## config.mk

```make
export PLATFORM = sky130hd
export DESIGN_NAME = four_key_window_debouncer
export DESIGN_NICKNAME = d
export VERILOG_FILES = /design/src/fkwd_pkg.sv /design/src/four_key_window_debouncer.sv /design/src/fkwd_in_reg.sv /design/src/fkwd_core.sv /design/src/fkwd_out_reg.sv
export SDC_FILE = /design/constraint.sdc
export NUM_CORES = 1
export LEC_CHECK = 0
export ABC_AREA = 1
export BUFFER_PORTS_ARGS = -buffer_cell sky130_fd_sc_hd__buf_2
export CAP_MARGIN = 30
export CORE_ASPECT_RATIO = 1.2
export CORE_UTILIZATION = 35
export CTS_CLUSTER_SIZE = 25
export DETAILED_ROUTE_END_ITERATION = 10
export PLACE_DENSITY = 0.55
export RECOVER_POWER = 100
export SYNTH_ARGS = -nofsm -noshare
export SYNTH_HDL_FRONTEND = slang
export SYNTH_HIERARCHICAL = 1
export SYNTH_SLANG_ARGS = --single-unit
```

## constraint.sdc

```tcl
create_clock -name clk -period 1.7 [get_ports clk]
set_input_delay 0 -clock clk [delete_from_list [all_inputs] [get_ports clk]]
set_output_delay 0 -clock clk [all_outputs]
set_load 0.02 [all_outputs]
```

## src/fkwd_pkg.sv

```systemverilog
// Package for the four-key window debouncer: types, sizes and event codes.
package fkwd_pkg;

	localparam int NUM_KEYS      = 4;
	localparam int WINDOW_LENGTH = 20;
	localparam int POS_W         = $clog2(WINDOW_LENGTH + 1);

	typedef logic [NUM_KEYS-1:0] keys_t;
	typedef logic [POS_W-1:0]    pos_t;
	typedef logic [3:0]          event_t;

	typedef enum logic {
		CMD_SAMPLE = 1'b0,
		CMD_READ   = 1'b1
	} cmd_t;

	localparam event_t EV_NONE = 4'd0;

	// Pressed and released codes per key: up, down, enter, escape.
	localparam event_t PRESS_CODE   [NUM_KEYS] = '{4'd1, 4'd3, 4'd5, 4'd7};
	localparam event_t RELEASE_CODE [NUM_KEYS] = '{4'd2, 4'd4, 4'd6, 4'd8};

	typedef struct packed {
		cmd_t  command;
		keys_t levels;
	} item_t;

	typedef struct packed {
		logic   valid;
		event_t code;
	} result_t;

endpackage

```

## src/four_key_window_debouncer.sv

```systemverilog
// Top level of the four-key window debouncer.
//
// This block debounces four active-low keys (up, down, enter, escape). Each
// input word is either a sample tick (s_tuser low) carrying the raw line
// levels in s_tdata, or a read (s_tuser high) that returns the pending event
// on the output stream and clears it. Levels are masked with the enable
// register, high samples are counted per key over a window of WINDOW_LENGTH
// ticks, and at the window's end each key that read high throughout becomes
// released and each key that read low throughout becomes held, giving an
// event code of 1/2 (up pressed/released), 3/4 (down), 5/6 (enter) or
// 7/8 (escape); the highest-priority event of the window, escape first,
// replaces the pending event, or none replaces it. The block takes one word
// per clock cycle when not stalled. A word is taken into an input register
// and handled from there by the debounce core; a read's event appears on the
// output in the cycle after the read leaves the input register. The only
// stall comes from the one-word result register: a read waits in the input
// register while the result register still holds an event the consumer has
// not taken, and any word behind it, sample tick or read, waits with it.
// Write the enable mask only while the block is idle.
module four_key_window_debouncer import fkwd_pkg::*; (
	input  logic       clk,
	input  logic       arst_n,
	// Configuration: key enable mask, bit0 up, bit1 down, bit2 enter, bit3 escape.
	input  logic       cfg_wr_en,
	input  logic [3:0] cfg_wr_data,
	// Input word stream.
	input  logic       s_tvalid,
	output logic       s_tready,
	input  logic [7:0] s_tdata,    // [3:0] key_levels, [7:4] zero
	input  logic       s_tuser,    // [0] command
	// Event stream.
	output logic       m_tvalid,
	input  logic       m_tready,
	output logic [7:0] m_tdata     // [3:0] event_code, [7:4] zero
);

	item_t   in_item;
	item_t   item_s1;
	logic    valid_s1;
	logic    advance;
	logic    out_free;
	result_t result;
	event_t  out_code;

	assign in_item.command = cmd_t'(s_tuser);
	assign in_item.levels  = s_tdata[3:0];

	// A stage word moves on unless it is a read that finds the result
	// register still occupied.
	assign advance = valid_s1 && ((item_s1.command == CMD_SAMPLE) || out_free);

	fkwd_in_reg u_in_reg (
		.clk      (clk),
		.arst_n   (arst_n),
		.in_valid (s_tvalid),
		.in_ready (s_tready),
		.in_item  (in_item),
		.advance  (advance),
		.valid_s1 (valid_s1),
		.item_s1  (item_s1)
	);

	fkwd_core u_core (
		.clk         (clk),
		.arst_n      (arst_n),
		.cfg_wr_en   (cfg_wr_en),
		.cfg_wr_data (cfg_wr_data),
		.fire        (advance),
		.item_s1     (item_s1),
		.result      (result)
	);

	fkwd_out_reg u_out_reg (
		.clk       (clk),
		.arst_n    (arst_n),
		.result    (result),
		.out_free  (out_free),
		.out_valid (m_tvalid),
		.out_ready (m_tready),
		.out_code  (out_code)
	);

	assign m_tdata = {4'b0000, out_code};

`ifndef NO_ASSERTIONS
	// A read's event is never written over an untaken one.
	a_no_overwrite: assert property (@(posedge clk) disable iff (!arst_n)
		result.valid |-> out_free)
		else $error("event produced while the result register is occupied");

	// A read that leaves the stage shows up on the output in the next cycle.
	a_read_lands: assert property (@(posedge clk) disable iff (!arst_n)
		(advance && (item_s1.command == CMD_READ)) |=> m_tvalid)
		else $error("read left the stage but no event word followed");

	// An empty stage always accepts.
	a_empty_ready: assert property (@(posedge clk) disable iff (!arst_n)
		!valid_s1 |-> s_tready)
		else $error("input stalled while the stage is empty");
`endif

endmodule

```

## src/fkwd_in_reg.sv

```systemverilog
// Input register stage that holds one accepted word until the core takes it.
module fkwd_in_reg import fkwd_pkg::*; (
	input  logic  clk,
	input  logic  arst_n,
	input  logic  in_valid,
	output logic  in_ready,
	input  item_t in_item,
	input  logic  advance,
	output logic  valid_s1,
	output item_t item_s1
);

	assign in_ready = !valid_s1 || advance;

	always_ff @(posedge clk or negedge arst_n) begin
		if (!arst_n) begin
			valid_s1 <= 1'b0;
		end else if (in_ready) begin
			valid_s1 <= in_valid;
		end
	end

	always_ff @(posedge clk) begin
		if (in_ready && in_valid) begin
			item_s1 <= in_item;
		end
	end

endmodule

```

## src/fkwd_core.sv

```systemverilog
// Debounce state: window counters, held flags, pending event and enable mask.
module fkwd_core import fkwd_pkg::*; (
	input  logic    clk,
	input  logic    arst_n,
	input  logic    cfg_wr_en,
	input  keys_t   cfg_wr_data,
	input  logic    fire,
	input  item_t   item_s1,
	output result_t result
);

	keys_t  key_enable_q;
	pos_t   window_pos_q;
	pos_t   high_cnt_q [NUM_KEYS];
	keys_t  held_q;
	event_t pending_q;

	keys_t  masked;
	pos_t   pos_next;
	logic   close_window;
	pos_t   cnt_next [NUM_KEYS];
	keys_t  held_next;
	event_t ev_next;

	assign masked       = item_s1.levels & key_enable_q;
	assign pos_next     = window_pos_q + 1'b1;
	assign close_window = (pos_next >= POS_W'(WINDOW_LENGTH));

	always_comb begin
		ev_next   = EV_NONE;
		held_next = held_q;
		for (int k = 0; k < NUM_KEYS; k++) begin
			cnt_next[k] = high_cnt_q[k] + pos_t'(masked[k]);
			if (cnt_next[k] == POS_W'(WINDOW_LENGTH)) begin
				if (held_q[k]) begin
					ev_next = RELEASE_CODE[k];
				end
				held_next[k] = 1'b0;
			end else if (cnt_next[k] == '0) begin
				if (!held_q[k]) begin
					ev_next = PRESS_CODE[k];
				end
				held_next[k] = 1'b1;
			end
		end
	end

	always_ff @(posedge clk or negedge arst_n) begin
		if (!arst_n) begin
			key_enable_q <= '1;
			window_pos_q <= '0;
			held_q       <= '0;
			pending_q    <= EV_NONE;
			for (int k = 0; k < NUM_KEYS; k++) begin
				high_cnt_q[k] <= '0;
			end
		end else begin
			if (cfg_wr_en) begin
				key_enable_q <= cfg_wr_data;
			end
			if (fire) begin
				if (item_s1.command == CMD_READ) begin
					pending_q <= EV_NONE;
				end else if (close_window) begin
					window_pos_q <= '0;
					held_q       <= held_next;
					pending_q    <= ev_next;
					for (int k = 0; k < NUM_KEYS; k++) begin
						high_cnt_q[k] <= '0;
					end
				end else begin
					window_pos_q <= pos_next;
					for (int k = 0; k < NUM_KEYS; k++) begin
						high_cnt_q[k] <= cnt_next[k];
					end
				end
			end
		end
	end

	assign result.valid = fire && (item_s1.command == CMD_READ);
	assign result.code  = pending_q;

endmodule

```

## src/fkwd_out_reg.sv

```systemverilog
// Result register that holds one event word until the consumer takes it.
module fkwd_out_reg import fkwd_pkg::*; (
	input  logic    clk,
	input  logic    arst_n,
	input  result_t result,
	output logic    out_free,
	output logic    out_valid,
	input  logic    out_ready,
	output event_t  out_code
);

	logic   valid_q;
	event_t code_q;

	assign out_free  = !valid_q || out_ready;
	assign out_valid = valid_q;
	assign out_code  = code_q;

	always_ff @(posedge clk or negedge arst_n) begin
		if (!arst_n) begin
			valid_q <= 1'b0;
		end else if (out_free) begin
			valid_q <= result.valid;
		end
	end

	always_ff @(posedge clk) begin
		if (result.valid && out_free) begin
			code_q <= result.code;
		end
	end

endmodule

```

==> results.py <==
metrics = {
    "sta": {
        "fin_crit_sh_pct": 110,
        "hold_ws_ns": 0.0222,
        "grt_setup_unrepaired": "true",
        "timing.final.crit_period_ns": 1.87,
        "timing.fmax_mhz": 535,
        "finalHoldViolations": 0,
        "finClkSkew_ns": 0.00929,
        "finalSetupTns_ns": -0.581,
        "fin_ws_ns": -0.169,
        "slew_headroom_pct": 32.8,
        "worstMarginPinSlew_ns": 1.01,
        "setup_violations": 6,
        "maxSlewViolCount": 0,
    },
    "die": {
        "initial_core_util_pct": 36.9,
        "io_pins": 28,
        "core-area_sq_mm": 0.00698,
        "die_w_microns": 80.3,
        "fp-row-count": 33,
        "die_h_microns": 95.9,
        "dieArea_sq_mm": 0.00770,
    },
    "yosys": {
        "yosysTopAreaCell": "dfrtp_1",
        "yosys-top-cells-area": "dfrtp_1 34%, edfxtp_1 11%, nand2_1 9.8%, nand3_1 6.2%, inv_1 5.0%",
        "syn_area_sq_mm": 0.00257,
        "synth_top_area_share_pct": 34.0,
        "syn_area_per_cell_sq_um": 8.99,
        "yosys_register_bits": 48,
        "syn_inst": 286,
        "yosysSeqAreaShare_pct": 48.6,
        "synth_warnings": 6,
        "synthDistinctLibCells": 36,
    },
    "cts": {
        "cts_buffers": 5,
        "cts-root-buf": "clkbuf_8",
        "cts.reportedPaths.clkPinSlew_ns": 0.08,
        "clkLatencyLatePin_ns": 0.30,
        "numClockSinks": 48,
        "cts_tree": "done",
        "cts.path.max_buffers": 2,
        "htree_levels": 2,
    },
    "placement": {
        "dpl.hpwl_mm": 3.72,
        "place_congestion": 0.792,
        "dp.cells": 421,
        "dp_slack_ns": -0.207,
        "numPortBuffers": 19,
        "dpl_cell_area_sq_mm": 0.00311,
    },
    "grt": {
        "antenna_found_initial": 0,
        "grt_pass1_vias": 2098,
        "overflow": 0,
        "grt_usage_pct": 15.7,
        "grt_pass1_wl_mm": 9.16,
        "grt_start_max_net_pins": 40,
    },
    "worst_setup_path": {
        "path_cells": "nand2_2 > inv_2 > ha_4 > ha_4 > xor2_2 > nand2_2 > nor2_4 > nand3_4 > nand2_1 > inv_1 > nand2_1 > nand2_1 > nand2_1 > nand2_1",
        "crit_path_frequent_cell": "nand2_1",
        "crit_path_max_fanout": 4,
        "arrival_ns": 2.06,
        "worstSetupStartpointType": "flop",
        "endpoint_kind": "flop",
        "critPathKind": "reg2reg",
        "cpPeakStageDelay_ns": 0.54,
        "cp_num_buf_inv": 2,
        "critPathTopFamily": "simple AND/OR/NAND/NOR gates",
        "critPathRequiredTime_ns": 1.89,
        "slowest_stage": "dfstp_2",
    },
    "finish": {
        "final_core_util_pct": 52.1,
        "fin_nets": 388,
        "final_layout_size_suffix_gt1_share_pct": 42.9,
        "layout-area-overhead-vs-synth_pct": 41.4,
        "stdcell_count": 448,
        "design_area_sq_mm": 0.00364,
        "n_fill_cell": 639,
        "diodes": 0,
    },
    "status": {
        "violations": "negative setup slack",
        "status": "complete, but fails checks",
    },
    "power_and_ir_drop": {
        "power.density_mw_per_mm2": 1350,
        "max-vdd-ir-drop_uv": 729,
        "p_total_mw": 4.90,
        "p_leak_nw": 1.64,
    },
    "routing": {
        "vias": 2122,
        "drtPass1Iterations": 4,
        "drtIter0Drc": 59,
        "ant_nets": 0,
        "drc": 0,
        "wire_per_inst_microns": 12.2,
        "drt_wl_total_mm": 5.46,
        "vias_per_cell": 4.74,
    },
    "hold_path": {
        "hold_class": "in2reg",
    },
    "job": {
        "drv_cap": 0,
    },
}
## where the power goes
group          leakage (nW)  internal, mW  total, mW  switching, mW
Combinational          1.02          1.23       2.45           1.22
Sequential            0.583          1.47       1.79          0.326
Clock                0.0399         0.288      0.663          0.375
Total                  1.64          2.98       4.90           1.92
## registers in the layout, summed over array words and instances (netlist names)
name	count
u_core/held_q	4
u_core/high_cnt_q	20
u_in_reg/item_s1	5
u_out_reg/out_valid	1
u_core/pending_q	4
u_core/key_enable_q	4
u_in_reg/valid_s1	1
u_core/window_pos_q	5
u_out_reg/out_code	4
## Yosys cell counts (all sizes together)
library cell  number
nand2             71
inv               39
nand3             36
dfrtp             35
nor2              21
ha                10
a21oi              9
buf                9
edfxtp             9
nand4              7
o21ai              7
xor2               7
o22ai              6
a211oi             4
dfstp              4
mux2               4
nor3               2
o31ai              2
and2               1
clkbuf             1
conb               1
xnor2              1
## timing repair
action / 4_1_cts / 5_1_grt
pin swaps: 11 / 26
resized for setup: 24 / 55
hold buffers: 12 / 0
setup buffers: 3 / 7
setup endpoints to repair: 8 / 19
hold endpoints to repair: 50 / 0
cloned: 0 / 0
## area by class of cell
class	count	area (sq um)	share of cell area [%]
Clock inverter	1	3.75	0.103
Sequential cell	48	1250	34.4
Multi-Input combinational cell	192	1480	40.8
Tap cell	87	109	2.99
Inverter	39	149	4.09
Clock buffer	7	76.3	2.10
Timing Repair Buffer	74	566	15.5
## cell usage in the layout (no fill, tap or decap), drive strengths merged
cell type    netlist  final
dfstp              4      4
nand2             71     71
xor2               7      7
clkbuf             1     14
dlygate4sd3        0     12
a211oi             4      4
ha                10     10
o21ai              7      7
dfrtp             35     35
o22ai              6      6
clkinv             0      1
nor2              21     21
mux2               4      4
nor3               2      2
nand4              7      7
conb               1      4
inv               39     39
a21oi              9      9
buf                9     55
edfxtp             9      9
xnor2              1      1
and2               1      1
o31ai              2      2
nand3             36     36
## per-layer routing
layer,global-route usage [%],part of all wire (%),up-vias
li1,-,-,1072
met1,18.5,43,1003
met2,28.2,53,41
met3,2.65,2.8,6
met4,6.40,1.1,0
met5,0,0,-
## path summary, 6_finish.rpt
kind / start / endpoint / slack [ns] / cells after the start
worst min register to register: u_core/pending_q[2] / u_out_reg/out_code[2] / 0.45 / 0
min in group asynchronous: arst_n / u_core/high_cnt_q[2] / 0.47 / 3
worst max-delay path: u_core/key_enable_q[3] / u_core/pending_q[0] / -0.17 / 14
max in group asynchronous: arst_n / u_core/high_cnt_q[19] / 0.61 / 3
worst min-delay path: cfg_wr_en / u_core/key_enable_q[2] / 0.02 / 2
worst max register to register: u_core/key_enable_q[3] / u_core/pending_q[0] / -0.17 / 14
## cells by family (layout without fill, tap and decap cells)
group                    count (synthesis)  after routing  synth area share, %
buffers and inverters                   49            121                 8.46
AND/OR/NAND/NOR                        138            138                 25.4
flip-flops                              48             48                 48.6
AO/OA/AOI/OAI                           28             28                 7.69
adder cells (fa/ha/maj)                 10             10                 4.86
other                                    1              4                0.146
multiplexers                             4              4                 1.75
XOR/XNOR                                 8              8                 3.02
Note: power is estimated with default switching activity, not from simulation.
